File: config.mk
export PLATFORM = sky130hd
export DESIGN_NAME = valve_motor_sequencer_fsm_top
export DESIGN_NICKNAME = d
export VERILOG_FILES = /design/src/rtl/vms_pkg.sv /design/src/rtl/valve_motor_sequencer_fsm_top.sv
export SDC_FILE = /design/constraint.sdc
export NUM_CORES = 1
export LEC_CHECK = 0
export BUFFER_PORTS_ARGS = -buffer_cell sky130_fd_sc_hd__clkbuf_2
export CORE_MARGIN = 2
export CORE_UTILIZATION = 54
export DETAILED_ROUTE_END_ITERATION = 16
export PLACE_DENSITY_LB_ADDON = 0.2
export SLEW_MARGIN = 20
export SYNTH_ARGS = -nofsm -noshare
export SYNTH_HDL_FRONTEND = slang
export SYNTH_SLANG_ARGS = --single-unit
File: constraint.sdc
create_clock -name clk_i -period 2.3 [get_ports clk_i]
set_clock_uncertainty 0.15 [all_clocks]
set_input_delay 0.115 -clock clk_i [delete_from_list [all_inputs] [get_ports clk_i]]
set_output_delay 0.115 -clock clk_i [all_outputs]
set_load 0.1 [all_outputs]
File: src/rtl/vms_pkg.sv
// ----------------------------------------------------------------------------
// vms_pkg
// Types, codes and the mode/event action table of the valve motor sequencer.
// ----------------------------------------------------------------------------
package vms_pkg;

  typedef enum logic [2:0] {
    MODE_IDLE       = 3'd0,
    MODE_UP_ACCEL   = 3'd1,
    MODE_UP_LEVEL   = 3'd2,
    MODE_DOWN_ACCEL = 3'd3,
    MODE_DOWN_LEVEL = 3'd4
  } mode_e;

  typedef enum logic [2:0] {
    ACT_IGNORE    = 3'd0,
    ACT_UHS       = 3'd1,
    ACT_UL        = 3'd2,
    ACT_DHS       = 3'd3,
    ACT_DL        = 3'd4,
    ACT_STOP_UP   = 3'd5,
    ACT_STOP_DOWN = 3'd6
  } action_e;

  typedef enum logic [1:0] {
    CMD_SPEED    = 2'd0,
    CMD_MOVE     = 2'd1,
    CMD_SOLENOID = 2'd2
  } cmd_e;

  // Coil event codes; 5 to 7 mean nothing.
  localparam logic [2:0] EvNone     = 3'd0;
  localparam logic [2:0] EvUpHigh   = 3'd1;
  localparam logic [2:0] EvUpLevel  = 3'd2;
  localparam logic [2:0] EvDownHigh = 3'd3;
  localparam logic [2:0] EvDownLvl  = 3'd4;

  // Configuration register indexes.
  localparam logic [2:0] CfgUpSpeeds     = 3'd0;
  localparam logic [2:0] CfgDownSpeeds   = 3'd1;
  localparam logic [2:0] CfgUpPositions  = 3'd2;
  localparam logic [2:0] CfgDownPos      = 3'd3;
  localparam logic [2:0] CfgBypassId     = 3'd4;
  localparam logic [2:0] CfgDownCheckId  = 3'd5;

  // 16-bit slots inside the packed speed and position registers.
  localparam logic [1:0] SlotAccel = 2'd0;
  localparam logic [1:0] SlotTrans = 2'd1;
  localparam logic [1:0] SlotStop  = 2'd2;

  localparam int unsigned CfgWidth = 48;
  localparam int unsigned IdWidth  = 8;

  function automatic action_e action_lookup(mode_e m, logic [2:0] ev);
    action_e a;
    a = ACT_IGNORE;
    unique case (m)
      MODE_IDLE: begin
        unique case (ev)
          EvUpHigh:   a = ACT_UHS;
          EvUpLevel:  a = ACT_UL;
          EvDownHigh: a = ACT_DHS;
          EvDownLvl:  a = ACT_DL;
          default:    a = ACT_IGNORE;
        endcase
      end
      MODE_UP_ACCEL: begin
        unique case (ev)
          EvNone, EvDownHigh, EvDownLvl: a = ACT_STOP_UP;
          EvUpLevel:                     a = ACT_UL;
          default:                       a = ACT_IGNORE;
        endcase
      end
      MODE_UP_LEVEL: begin
        unique case (ev)
          EvNone, EvDownHigh, EvDownLvl: a = ACT_STOP_UP;
          EvUpHigh:                      a = ACT_UHS;
          default:                       a = ACT_IGNORE;
        endcase
      end
      MODE_DOWN_ACCEL: begin
        unique case (ev)
          EvNone, EvUpHigh, EvUpLevel: a = ACT_STOP_DOWN;
          EvDownLvl:                   a = ACT_DL;
          default:                     a = ACT_IGNORE;
        endcase
      end
      MODE_DOWN_LEVEL: begin
        unique case (ev)
          EvNone, EvUpHigh, EvUpLevel: a = ACT_STOP_DOWN;
          EvDownHigh:                  a = ACT_DHS;
          default:                     a = ACT_IGNORE;
        endcase
      end
      default: a = ACT_IGNORE;
    endcase
    return a;
  endfunction

  function automatic mode_e action_next_mode(action_e a, mode_e cur);
    mode_e m;
    m = cur;
    unique case (a)
      ACT_UHS:                    m = MODE_UP_ACCEL;
      ACT_UL:                     m = MODE_UP_LEVEL;
      ACT_DHS:                    m = MODE_DOWN_ACCEL;
      ACT_DL:                     m = MODE_DOWN_LEVEL;
      ACT_STOP_UP, ACT_STOP_DOWN: m = MODE_IDLE;
      default:                    m = cur;
    endcase
    return m;
  endfunction

endpackage

File: src/rtl/valve_motor_sequencer_fsm_top.sv
// ----------------------------------------------------------------------------
// valve_motor_sequencer_fsm_top
// Five-mode valve controller: turns coil events into runs of motor commands.
// ----------------------------------------------------------------------------
//
//  Channel  | Direction | Handshake                 | Payload
//  ---------+-----------+---------------------------+-----------------------------
//  in       | input     | in_valid_i / in_ready_o   | coil_event_i
//  out      | output    | out_valid_o / out_ready_i | motor_id_o, command_o,
//           |           |                           | value_o, new_mode_o, last_o
//  cfg      | input     | cfg_we_i (no wait)        | cfg_idx_i, cfg_wdata_i
//
//  A run emits one command per cycle unless the output stalls: two for the up
//  and stop-up runs, three for the down and stop-down runs, none for an
//  ignored event. Commands pass the run register, then the output register.
//  Reset clears mode, run and output valid and loads register defaults
//  (all zero, down-check motor id 1). A stalled output holds the run; the next
//  request waits until the run's last command sits in the output register.
//
module valve_motor_sequencer_fsm_top #(
  parameter int unsigned VALUE_WIDTH = 16
) (
  input  logic        clk_i,
  input  logic        rst_ni,

  input  logic        in_valid_i,
  output logic        in_ready_o,
  input  logic [2:0]  coil_event_i,

  output logic        out_valid_o,
  input  logic        out_ready_i,
  output logic [7:0]  motor_id_o,
  output logic [1:0]  command_o,
  output logic [15:0] value_o,
  output logic [2:0]  new_mode_o,
  output logic        last_o,

  input  logic        cfg_we_i,
  input  logic [2:0]  cfg_idx_i,
  input  logic [47:0] cfg_wdata_i
);

  // Keep the low VALUE_WIDTH bits of a 16-bit speed or position.
  localparam int unsigned VwEff = (VALUE_WIDTH > 16) ? 16 : VALUE_WIDTH;
  localparam logic [16:0] MaskWide = (17'd1 << VwEff) - 17'd1;
  localparam logic [15:0] ValueMask = MaskWide[15:0];

  // Configuration registers.
  logic [vms_pkg::CfgWidth-1:0] up_speeds_q, down_speeds_q;
  logic [vms_pkg::CfgWidth-1:0] up_pos_q, down_pos_q;
  logic [vms_pkg::IdWidth-1:0]  bypass_id_q, down_check_id_q;

  // Mode state machine.
  vms_pkg::mode_e   mode_q, mode_d;
  vms_pkg::action_e act_in;

  // Run register: the action being emitted, one command per step.
  logic             run_valid_q, run_valid_d;
  vms_pkg::action_e run_act_q, run_act_d;
  vms_pkg::mode_e   run_mode_q, run_mode_d;
  logic [1:0]       run_step_q, run_step_d;

  // Output register.
  logic             out_valid_q, out_valid_d;
  logic [7:0]       out_motor_q;
  vms_pkg::cmd_e    out_cmd_q;
  logic [15:0]      out_value_q;
  vms_pkg::mode_e   out_mode_q;
  logic             out_last_q;

  // Current step decode.
  logic             step_down;
  vms_pkg::cmd_e    step_cmd;
  logic [1:0]       step_slot;
  logic             step_sol;
  logic             step_last;
  logic [7:0]       step_motor;
  logic [15:0]      step_value;

  logic in_fire, push, run_done;

  function automatic logic [15:0] pick_slot(logic [47:0] r, logic [1:0] s);
    logic [15:0] v;
    v = 16'd0;
    unique case (s)
      vms_pkg::SlotAccel: v = r[15:0];
      vms_pkg::SlotTrans: v = r[31:16];
      vms_pkg::SlotStop:  v = r[47:32];
      default:            v = 16'd0;
    endcase
    return v;
  endfunction

  // Advance the run into the output register whenever that register frees up.
  assign push       = run_valid_q && (!out_valid_q || out_ready_i);
  assign run_done   = push && step_last;
  assign in_ready_o = !run_valid_q || run_done;
  assign in_fire    = in_valid_i && in_ready_o;

  // ---------------------------------------------------------------------------
  // Configuration writes: indexes past the list are dropped.
  // ---------------------------------------------------------------------------
  always_ff @(posedge clk_i or negedge rst_ni) begin
    if (!rst_ni) begin
      up_speeds_q     <= '0;
      down_speeds_q   <= '0;
      up_pos_q        <= '0;
      down_pos_q      <= '0;
      bypass_id_q     <= 8'd0;
      down_check_id_q <= 8'd1;
    end else if (cfg_we_i) begin
      unique case (cfg_idx_i)
        vms_pkg::CfgUpSpeeds:    up_speeds_q     <= cfg_wdata_i;
        vms_pkg::CfgDownSpeeds:  down_speeds_q   <= cfg_wdata_i;
        vms_pkg::CfgUpPositions: up_pos_q        <= cfg_wdata_i;
        vms_pkg::CfgDownPos:     down_pos_q      <= cfg_wdata_i;
        vms_pkg::CfgBypassId:    bypass_id_q     <= cfg_wdata_i[7:0];
        vms_pkg::CfgDownCheckId: down_check_id_q <= cfg_wdata_i[7:0];
        default: ;
      endcase
    end
  end

  // ---------------------------------------------------------------------------
  // Next state: look up the action for the accepted event and move the mode.
  // Invalid events map to ignore, which keeps the mode.
  // ---------------------------------------------------------------------------
  always_comb begin
    act_in = vms_pkg::action_lookup(mode_q, coil_event_i);
    mode_d = mode_q;
    if (in_fire) begin
      mode_d = vms_pkg::action_next_mode(act_in, mode_q);
    end
  end

  // Run control: load on accept, step on each push, drop after the last.
  always_comb begin
    run_valid_d = run_valid_q;
    run_act_d   = run_act_q;
    run_mode_d  = run_mode_q;
    run_step_d  = run_step_q;
    if (in_fire) begin
      run_valid_d = (act_in != vms_pkg::ACT_IGNORE);
      run_act_d   = act_in;
      run_mode_d  = vms_pkg::action_next_mode(act_in, mode_q);
      run_step_d  = 2'd0;
    end else if (push) begin
      if (step_last) begin
        run_valid_d = 1'b0;
      end else begin
        run_step_d = run_step_q + 2'd1;
      end
    end
  end

  // ---------------------------------------------------------------------------
  // Outputs: decode which command the current step of the run emits.
  // ---------------------------------------------------------------------------
  always_comb begin
    step_down = 1'b0;
    step_cmd  = vms_pkg::CMD_SPEED;
    step_slot = vms_pkg::SlotAccel;
    step_sol  = 1'b0;
    step_last = 1'b0;
    unique case (run_act_q)
      vms_pkg::ACT_UHS, vms_pkg::ACT_UL, vms_pkg::ACT_STOP_UP: begin
        step_slot = (run_act_q == vms_pkg::ACT_UHS) ? vms_pkg::SlotAccel :
                    (run_act_q == vms_pkg::ACT_UL)  ? vms_pkg::SlotTrans :
                                                      vms_pkg::SlotStop;
        step_cmd  = (run_step_q == 2'd0) ? vms_pkg::CMD_SPEED : vms_pkg::CMD_MOVE;
        step_last = (run_step_q != 2'd0);
      end
      vms_pkg::ACT_DHS, vms_pkg::ACT_DL: begin
        step_down = 1'b1;
        step_slot = (run_act_q == vms_pkg::ACT_DHS) ? vms_pkg::SlotAccel
                                                     : vms_pkg::SlotTrans;
        step_sol  = 1'b1;
        unique case (run_step_q)
          2'd0:    step_cmd = vms_pkg::CMD_SOLENOID;
          2'd1:    step_cmd = vms_pkg::CMD_SPEED;
          default: step_cmd = vms_pkg::CMD_MOVE;
        endcase
        step_last = (run_step_q == 2'd2);
      end
      vms_pkg::ACT_STOP_DOWN: begin
        // Park first, then slow down, then close the solenoid.
        step_down = 1'b1;
        step_slot = vms_pkg::SlotStop;
        step_sol  = 1'b0;
        unique case (run_step_q)
          2'd0:    step_cmd = vms_pkg::CMD_MOVE;
          2'd1:    step_cmd = vms_pkg::CMD_SPEED;
          default: step_cmd = vms_pkg::CMD_SOLENOID;
        endcase
        step_last = (run_step_q == 2'd2);
      end
      default: ;
    endcase
  end

  // Operand selection for the decoded step.
  always_comb begin
    step_motor = step_down ? down_check_id_q : bypass_id_q;
    unique case (step_cmd)
      vms_pkg::CMD_SPEED:
        step_value = pick_slot(step_down ? down_speeds_q : up_speeds_q, step_slot) & ValueMask;
      vms_pkg::CMD_MOVE:
        step_value = pick_slot(step_down ? down_pos_q : up_pos_q, step_slot) & ValueMask;
      default:
        step_value = {15'd0, step_sol};
    endcase
  end

  // Output valid: set on push, clear once taken.
  always_comb begin
    out_valid_d = out_valid_q;
    if (push) begin
      out_valid_d = 1'b1;
    end else if (out_ready_i) begin
      out_valid_d = 1'b0;
    end
  end

  always_ff @(posedge clk_i or negedge rst_ni) begin
    if (!rst_ni) begin
      mode_q      <= vms_pkg::MODE_IDLE;
      run_valid_q <= 1'b0;
      run_act_q   <= vms_pkg::ACT_IGNORE;
      run_mode_q  <= vms_pkg::MODE_IDLE;
      run_step_q  <= 2'd0;
      out_valid_q <= 1'b0;
    end else begin
      mode_q      <= mode_d;
      run_valid_q <= run_valid_d;
      run_act_q   <= run_act_d;
      run_mode_q  <= run_mode_d;
      run_step_q  <= run_step_d;
      out_valid_q <= out_valid_d;
    end
  end

  // Output payload: load on push only.
  always_ff @(posedge clk_i) begin
    if (push) begin
      out_motor_q <= step_motor;
      out_cmd_q   <= step_cmd;
      out_value_q <= step_value;
      out_mode_q  <= run_mode_q;
      out_last_q  <= step_last;
    end
  end

  assign out_valid_o = out_valid_q;
  assign motor_id_o  = out_motor_q;
  assign command_o   = out_cmd_q;
  assign value_o     = out_value_q;
  assign new_mode_o  = out_mode_q;
  assign last_o      = out_last_q;

endmodule

==> results of run 1 <==
==> synthesized netlist by cell type (4+ instances only) <==
cell type and instances:
o22ai_1 16, nand2_1 18, buf_2 27, mux2_2 215, nor3_1 6, inv_1 9
nor2_1 38, nor2b_1 10, nand2b_1 6, ha_1 4, clkbuf_1 12, dfrtp_1 217
a211oi_1 32, nand3b_1 5, mux4_2 28, o21ai_0 9, mux2i_1 35, a31oi_1 4
a21oi_1 32, buf_4 13, edfxtp_1 30
==> report_power, final <==
| part | total (mW) | switching (mW) | internal (mW) | leakage [nW] |
|---|---|---|---|---|
| registers | 6.47 | 0.697 | 5.78 | 2.91 |
| clock network | 4.97 | 1.74 | 3.23 | 0.513 |
| logic | 7.56 | 4.62 | 2.95 | 2.52 |
| total | 19.0 | 7.05 | 12.0 | 5.95 |
==> final cells by class <==
type                            instances  area (sq um)  share of cell area (%)
Multi-Input combinational cell        501          4910                    34.4
Inverter                               10          41.3                   0.289
Tap cell                              275           344                    2.41
Timing Repair Buffer                  192          1550                    10.9
Sequential cell                       248          6370                    44.6
Clock inverter                         13           244                    1.71
Clock buffer                           38           810                    5.67
==> state kept, by name (all words and copies together), names as in the netlist, 2 cells and up <==
signal / cells
bypass_id_q: 8
up_pos_q: 48
value_o: 16
down_speeds_q: 48
run_mode_q: 3
motor_id_o: 8
run_step_q: 2
run_act_q: 3
command_o: 2
new_mode_o: 3
down_check_id_q: 8
down_pos_q: 48
up_speeds_q: 48
==> routing by layer <==
metal | global-route usage (%) | vias up
li1 | - | 3384
met1 | 30.9 | 3871
met2 | 41.3 | 154
met3 | 3.38 | 40
met4 | 5.85 | 0
met5 | 0 | -
==> stage by stage <==
stage,setup TNS [ps],cell area [sq um],utilization (%)
floorplan,0,11500,-
global placement,0,12400,59.3
global route,-1150,14300,68.1
finish,0,14300,68.1
CTS,-35.1,14100,67.5
detailed placement,0,12400,59.3
==> worst min-delay path, cell delays in order <==
cell	delay (ps)
clkbuf_2	210
nor3_2	170
mux2_2	240
==> cell families after synthesis <==
family                   after synthesis
adder cells (fa/ha/maj)                4
XOR/XNOR                               2
buffers and inverters                 65
AO/OA/AOI/OAI                        123
multiplexers                         278
flip-flops                           248
AND/OR/NAND/NOR                       94
==> cell usage in the layout, fill, tap and decap left out, types with 3 or more instances in the layout <==
master / synthesis / final
bufinv_16: 0 / 7
o2bb2ai_1: 3 / 3
nor2_4: 0 / 3
a21oi_2: 3 / 4
a221oi_1: 3 / 3
nand2b_1: 6 / 5
o21ai_0: 9 / 7
a211oi_1: 32 / 32
buf_4: 13 / 31
mux2i_1: 35 / 35
edfxtp_1: 30 / 30
clkbuf_8: 0 / 6
a22oi_1: 3 / 3
nand3b_1: 5 / 5
o211a_1: 3 / 3
nor3_1: 6 / 6
nor2_1: 38 / 35
mux4_2: 28 / 28
a31oi_1: 4 / 3
inv_1: 9 / 6
buf_12: 0 / 14
dfrtp_1: 217 / 213
dlygate4sd3_1: 0 / 56
mux2_2: 215 / 215
a21oi_1: 32 / 31
o22ai_1: 16 / 16
clkbuf_2: 0 / 88
nand2_1: 18 / 18
inv_2: 1 / 3
clkbuf_16: 0 / 29
nor2b_1: 10 / 8
clkbuf_1: 12 / 4
==> worst min-delay path by stage <==
stage | startpoint | end | slack, ps | depth (start not counted)
5_1_grt | cfg_idx_i[0] | bypass_id_q[6]$_DFFE_PN0P_ | 90 | 3
3_3_place_gp | rst_ni | down_pos_q[30]$_DFFE_PN0P_ | -30 | 1
2_1_floorplan | rst_ni | bypass_id_q[0]$_DFFE_PN0P_ | -330 | 0
4_1_cts | cfg_idx_i[0] | bypass_id_q[6]$_DFFE_PN0P_ | 80 | 3
3_5_place_dp | rst_ni | run_act_q[0]$_DFFE_PN0P_ | -20 | 1
6_report | cfg_idx_i[1] | bypass_id_q[1]$_DFFE_PN0P_ | 90 | 3
==> what timing repair did <==
action | in CTS | in global routing
setup endpoints to repair | 1 | 16
pin swaps | 2 | 3
hold buffers | 56 | 0
buffers inserted | 7 | 9
resized for setup | 12 | 12
endpoints found under the hold margin | 435 | 0
==> flow_summary.ini, run 1 <==
[timing]
worst_slew_pin_slew_ps = 784
fin_crit_sh_pct = 99.8
rsz0062_at_grt = true
fin_ws_ps = 4.83
maxSlewHeadroom_pct = 47.4
whs_ps = 89.7
min_period_ps = 2300
final-setup-viol-count = 0
hold_violations = 0
fmax_mhz = 436
drv_slew = 0

[global_route]
grt_pass1_wl_um = 41800
grt_pass1_vias = 7965
grt_start_max_net_pins = 61
antenna_found_initial = 0
grt.total_usage_pct = 23.5
overflow = 0

[floorplan]
core_area_sq_um = 21000
rows = 53
die_h_um = 150
die_area_sq_um = 22400
boundaryPins = 91
initial_utilization_pct = 54.8
die_w_um = 150

[synth]
synthArstFlopShare_pct = 87.9
avgSynthCellArea_sq_um = 14.1
yosys.area_share.simple_pct = 4.01
synth_compound_area_share_pct = 7.50
synth.distinct_cells = 56
synthXorXnorAreaFrac_pct = 0.153
syn_nets = 877
yosysTopAreaCellShare_pct = 47.3
synth_edf_count = 30
synthAdderAreaFrac_pct = 0.436
yosysTopAreaCell = dfrtp_1
synth.ff_latch_count = 248
synth_mux_area_share_pct = 29.6
synth.cell_area_sq_um = 11500
synth_seq_area_share_pct = 55.4
syn_inst = 814
yosysWarnings = 0
synth_area_leaders = dfrtp_1 47%, mux2_2 21%, edfxtp_1 7.8%
synth_top_flop_cell = dfrtp_1
synth_top_family_by_area = multiplexers

[critical_path]
cp-startpoint = run_step_q[1]$_DFFE_PN0P_
crit_family = compound AO/OA/AOI/OAI gates
reg2reg_setup_slack_ps = 5
r2r_end = value_o[0]$_DFFE_PP_
cp-endpoint = value_o[0]$_DFFE_PP_
cp-end-kind = register
crit_fanout = 12
startpoint_type = register
cp_data_arrival_time_ps = 2440
slowest_stage = dfrtp_1
critical_path_required_ps = 2440
max_stage_delay_ps = 390
worstRegToRegCells = 9
crit_cells = 9
timing.rr.start = run_step_q[1]$_DFFE_PN0P_
critical_path_class = register to register
critPathBufInv = 3
crit_chain = inv_2, buf_4, ha_1, o2bb2ai_1, a21oi_1, o21ai_1, buf_12, a211o_1, o211a_1

[cts]
clkSlewWorstSetupHoldPaths_ps = 60
clk_latency_ps = 530
cts_buffer_depth = 3
cts_sinks = 248
cts_tree = done
htreeDepth = 1
root_buffer = clkbuf_16
cts_made_buffers = 28

[detailed_routing]
wl_um = 26000
drt-met1-wl_um = 10900
vias_per_cell = 5.83
routed-wl-met3_um = 994
antenna_left = 0
route.detailed.drc = 0
drt_first_iter_violations = 377
route.met2.wl_um = 13500
dr.pass1.iters = 5
routed.top_layer = met4
vias = 7449
post_drt_wl_per_cell_um = 20.3

[power]
total_power_mw = 19.0
ir_worst_vdd_uv = 881
p_leak_nw = 5.95
p_per_area_nw_per_um2 = 1330

[placed_design]
dp_slack_ps = 44.8
gp_congestion = 0.771
io_buffers = 90
post-place-cells = 1154
dp_hpwl_um = 16000

[cells_and_area]
nFillCells = 1459
num_antenna_cells = 0
syn2layout_area_growth_pct = 24.2
stdcell_count = 1277
num-nets-final = 1044
drive_above_1_share_pct = 45.7

[run_status]
status = finished, final reports clean

[job]
cap_violations = 0

[worst_hold_path]
hp-class = primary input to register
No activity file was read; power rests on OpenSTA's default activity.
==> run 2, diff against run 1 <==
--- a/config.mk
+++ b/config.mk
@@ -6,10 +6,12 @@
 export NUM_CORES = 1
 export LEC_CHECK = 0
 export BUFFER_PORTS_ARGS = -buffer_cell sky130_fd_sc_hd__clkbuf_2
+export CORE_ASPECT_RATIO = 1.4
 export CORE_MARGIN = 2
 export CORE_UTILIZATION = 54
 export DETAILED_ROUTE_END_ITERATION = 16
 export PLACE_DENSITY_LB_ADDON = 0.2
+export SKIP_LAST_GASP = 1
 export SLEW_MARGIN = 20
 export SYNTH_ARGS = -nofsm -noshare
 export SYNTH_HDL_FRONTEND = slang
==> run 2 against run 1 <==
Net effect:
- the flow now finishes with violations (negative hold slack)
- critical path depth is 3 higher
- utilization decreased by 0.83 points
- largest cell class unchanged
- critical endpoint is now run_mode_q[0]$_DFFE_PN0P_
- final cell count down 1.0%
- routed wire length is 1.1% lower
- sequential share of layout area grew 0.36 points
- sequential power hardly changed
- setup slack improved by 6.9 ps
- fmax rose by 0.30%
- via count decreased by 0.55%
- largest power group unchanged
==> flow_summary.ini, run 2 (synthesis gave the netlist of run 1 again) <==
[floorplan]
die_w_um = 127
die_area_sq_um = 22500
boundaryPins = 91
core_area_sq_um = 21000
die_h_um = 177
initial_utilization_pct = 54.6
rows = 63

[critical_path]
critical_path_class = register to register
critical_path_required_ps = 2520
critPathBufInv = 6
crit_chain = inv_2, ha_4, buf_6, nor2b_4, o41ai_4, buf_4, buf_4, buf_4, o21ai_4, buf_6, a31oi_1, o22ai_1
cp_data_arrival_time_ps = 2500
slowest_stage = dfrtp_1
crit_family = buffers and inverters
crit_fanout = 6
max_stage_delay_ps = 370
cp-end-kind = register
startpoint_type = register
cpMostUsedCell = buf_4

[detailed_routing]
route.detailed.drc = 0
wl_um = 25700
dr.pass1.iters = 5
vias_per_cell = 5.86
antenna_left = 0
post_drt_wl_per_cell_um = 20.3
drt_first_iter_violations = 512
vias = 7408

[timing]
hold_violations = 3
fmax_mhz = 437
whs_ps = -1.92
final-setup-viol-count = 0
rsz0062_at_grt = true
drv_slew = 0
fin_crit_sh_pct = 99.5
maxSlewHeadroom_pct = 52.6
worst_slew_pin_slew_ps = 708
fin_ws_ps = 11.7
tns_ps = 0
min_period_ps = 2290

[placed_design]
dp_hpwl_um = 16300
gp_congestion = 0.792
post-place-cells = 1143
io_buffers = 90
dpl_cell_area_sq_um = 12500
dp_slack_ps = 110

[cts]
htreeDepth = 1
cts_made_buffers = 24
clkSlewWorstSetupHoldPaths_ps = 60
cts_sinks = 248
root_buffer = clkbuf_16
cts_tree = done
cts_buffer_depth = 3
clk_latency_ps = 510

[global_route]
grt_start_max_net_pins = 70
grt.total_usage_pct = 23.5
grtUsageMet2_pct = 41.5
grt_pass1_wl_um = 42500
antenna_found_initial = 0
grt_pass1_vias = 8158
use_met1_pct = 30.6
overflow = 0
gr-usage-met3_pct = 3.03
grt_busiest_layer = met2

[cells_and_area]
final_core_util_pct = 67.2
drive_above_1_share_pct = 46.1
num_antenna_cells = 0
num-nets-final = 1049
layout_commonest_cell = mux2_2
finalInstanceArea_sq_um = 14200
nFillCells = 1459
final_cell_mix = 215 x mux2_2, 213 x dfrtp_1, 88 x clkbuf_2
regArea_sq_um = 6370
stdcell_count = 1264
syn2layout_area_growth_pct = 23.3
multi_input_area_sq_um = 4890

[worst_hold_path]
hp-class = primary input to async pin

[power]
ir_worst_vdd_uv = 854
p_leak_nw = 5.93
p_per_area_nw_per_um2 = 1300
total_power_mw = 18.4

[run_status]
status = finished with violations
violations = negative hold slack

[job]
cap_violations = 0
run 2: cell types whose count changed in the layout (fill, tap and decap cells not counted), moves of 2 or more:
cell / delta
bufinv_16: -2
clkbuf_8: -4
buf_4: +9
clkinv_2: +4
clkbuf_1: -4
clkbuf_16: -3
dlygate4sd3_1: -4
run 2: report_power, final:
group | total [mW] | switching, mW | internal, mW
Sequential | 6.44 | 0.672 | 5.77
Clock | 4.25 | 1.68 | 2.57
Combinational | 7.69 | 4.61 | 3.07
Total | 18.4 | 6.97 | 11.4
run 2: layout make-up:
cell class                      count  area share, %
Timing Repair Buffer              201           11.8
Clock buffer                       26           4.52
Multi-Input combinational cell    501           34.6
Tap cell                          260           2.30
Inverter                           10          0.292
Clock inverter                     18           1.56
Sequential cell                   248           45.0
run 2: path summary, 6_finish.rpt:
check                                      startpoint                     endpoint  slack (ps)  cells after the start
setup / recovery            run_step_q[0]$_DFFE_PN0P_    run_mode_q[0]$_DFFE_PN0P_          10                     12
setup reg to reg            run_step_q[0]$_DFFE_PN0P_    run_mode_q[0]$_DFFE_PN0P_          10                     12
hold / removal                                 rst_ni     up_pos_q[46]$_DFFE_PN0P_          -2                      2
max in group asynchronous                      rst_ni  up_speeds_q[22]$_DFFE_PN0P_        1230                      3
hold reg to reg            down_pos_q[36]$_DFFE_PN0P_   down_pos_q[36]$_DFFE_PN0P_         350                      1
min in group clk_i                           cfg_we_i   bypass_id_q[5]$_DFFE_PN0P_          10                      4
run 2: routing by layer:
metal	up-vias	part of all wire, %
met5	-	0
li1	3389	-
met4	0	1.9
met1	3816	42
met2	163	52
met3	40	3.9
run 2: what timing repair did:
item	4_1_cts	5_1_grt
resized for setup	14	8
hold endpoints to repair	435	0
pin swaps	3	6
hold buffers	52	0
setup buffers	11	13
endpoints found under the setup margin	1	11
cloned	1	1
==> run 3, diff against run 2 <==
--- a/config.mk
+++ b/config.mk
@@ -5,11 +5,11 @@
 export SDC_FILE = /design/constraint.sdc
 export NUM_CORES = 1
 export LEC_CHECK = 0
-export BUFFER_PORTS_ARGS = -buffer_cell sky130_fd_sc_hd__clkbuf_2
 export CORE_ASPECT_RATIO = 1.4
 export CORE_MARGIN = 2
-export CORE_UTILIZATION = 54
+export CORE_UTILIZATION = 57
 export DETAILED_ROUTE_END_ITERATION = 16
+export DONT_BUFFER_PORTS = 1
 export PLACE_DENSITY_LB_ADDON = 0.2
 export SKIP_LAST_GASP = 1
 export SLEW_MARGIN = 20
==> run 3 against run 2 <==
Net effect:
- the flow still finishes with violations (negative hold slack)
- flip-flop and latch count unchanged
- largest power group unchanged
- largest cell class unchanged
- register-to-register slack improved by 98 ps
- routed wire length about the same
- global-route usage increased by 1.6 points
- sequential share of layout area increased by 1.5 points
- clock power decreased by 2%
- critical endpoint is now in_ready_o
- power decreased by 2.1%
- via count decreased by 2.2%
- non-clock buffer count decreased by 72
- first-iteration DRC count decreased by 26%
==> flow_summary.ini, run 3 (synthesis gave the netlist of run 1 again) <==
[critical_path]
critical_path_required_ps = 2040
critical_path_class = register to output pin
r2r_end = value_o[3]$_DFFE_PP_
cp-startpoint = run_step_q[0]$_DFFE_PN0P_
critPathBufInv = 3
cp_data_arrival_time_ps = 2000
reg2reg_setup_slack_ps = 110
timing.rr.start = run_act_q[0]$_DFFE_PN0P_
crit_family = buffers and inverters
cp-end-kind = output pin
worstRegToRegCells = 5
crit_fanout = 3
slowest_stage = dfrtp_1
max_stage_delay_ps = 360
startpoint_type = register
crit_chain = inv_2, ha_2, and3b_1, o21a_1, nor2_2, clkinvlp_4, buf_12

[placed_design]
dp_slack_ps = 75.7
dp_hpwl_um = 16100
dpl_cell_area_sq_um = 12100
io_buffers = 0
gp_congestion = 0.824

[power]
ir_worst_vdd_uv = 788
p_leak_nw = 5.59
p_per_area_nw_per_um2 = 1310

[cts]
clkSlewWorstSetupHoldPaths_ps = 60
root_buffer = clkbuf_16
cts_sinks = 248
cts_tree = done
cts_buffer_depth = 3
cts_hold_buf = 62
clk_latency_ps = 520
cts_made_buffers = 26
htreeDepth = 1

[floorplan]
initial_utilization_pct = 57.9
core_area_sq_um = 19800
die_h_um = 172
rows = 61
die_w_um = 124
die_area_sq_um = 21300
boundaryPins = 91

[global_route]
grt_pass1_wl_um = 41400
grt_pass1_vias = 7900
antenna_found_initial = 2
grt_start_max_net_pins = 219
grt.total_usage_pct = 25.1
overflow = 0

[cells_and_area]
final_core_util_pct = 69.1
final_cell_mix = 215 x mux2_2, 213 x dfrtp_1, 62 x dlygate4sd3_1
finalInstanceArea_sq_um = 13700
regArea_sq_um = 6370
num-nets-final = 979
drive_above_1_share_pct = 41.0
nFillCells = 1425
syn2layout_area_growth_pct = 19.4
layout_commonest_cell = mux2_2
multi_input_area_sq_um = 4870

[detailed_routing]
post_drt_wl_per_cell_um = 21.6
vias = 7245
route.detailed.drc = 0
dr.pass1.iters = 5
wl_um = 25700
drt_first_iter_violations = 380
antenna_left = 0
vias_per_cell = 6.09

[timing]
final-setup-viol-count = 0
fin_ws_ps = 36.2
hold_violations = 218
drv_slew = 0
fmax_mhz = 442
whs_ps = -855
min_period_ps = 2260
maxSlewHeadroom_pct = 40.8
rsz0062_at_grt = true
worst_slew_pin_slew_ps = 889
fin_crit_sh_pct = 98.4

[worst_hold_path]
hp-class = primary input to async pin

[run_status]
status = finished with violations
violations = negative hold slack

[job]
cap_violations = 0
run 3: how the worst max path moves through the flow:
stage                           endpoint  depth (start not counted)
2_1_floorplan  run_step_q[0]$_DFFE_PN0P_                          8
3_3_place_gp        value_o[7]$_DFFE_PP_                          8
3_5_place_dp        value_o[8]$_DFFE_PP_                          8
4_1_cts                       in_ready_o                          6
5_1_grt                       in_ready_o                          7
6_report                      in_ready_o                          7
run 3: stage by stage:
step	TNS (ps)	std cells	power, mW
final	0	1190	18.0
after CTS	0	1187	18.1
after floorplan	0	814	11.8
after global placement	0	1069	13.2
after global routing	-49.8	1190	18.9
after detailed placement	0	1069	13.5
run 3: layout make-up:
type,instances,area share [%]
flip-flops and latches,248,46.4
multi-input cells,501,35.5
repair buffers,129,9.11
clock buffers,36,5.61
well taps,252,2.30
clock inverters,12,0.675
inverters,10,0.301
diodes,2,0.0365
run 3: what timing repair did:
action | in CTS | in global routing
pin swaps | 1 | 1
resized for setup | 14 | 2
buffers inserted | 8 | 1
hold endpoints to repair | 436 | 218
setup endpoints to repair | 1 | 13
run 3: routing by layer:
metal	track usage, %	vias to the layer above	wire length [um]
met3	4.68	38	1250
met2	46.1	171	14100
met1	29.7	3778	9870
li1	-	3258	-
met4	7.38	0	518
met5	0	-	0
run 3: power breakdown:
group	internal (mW)	total (mW)	switching, mW
combinational	2.91	7.16	4.25
sequential	5.78	6.69	0.910
clock	2.45	4.16	1.71
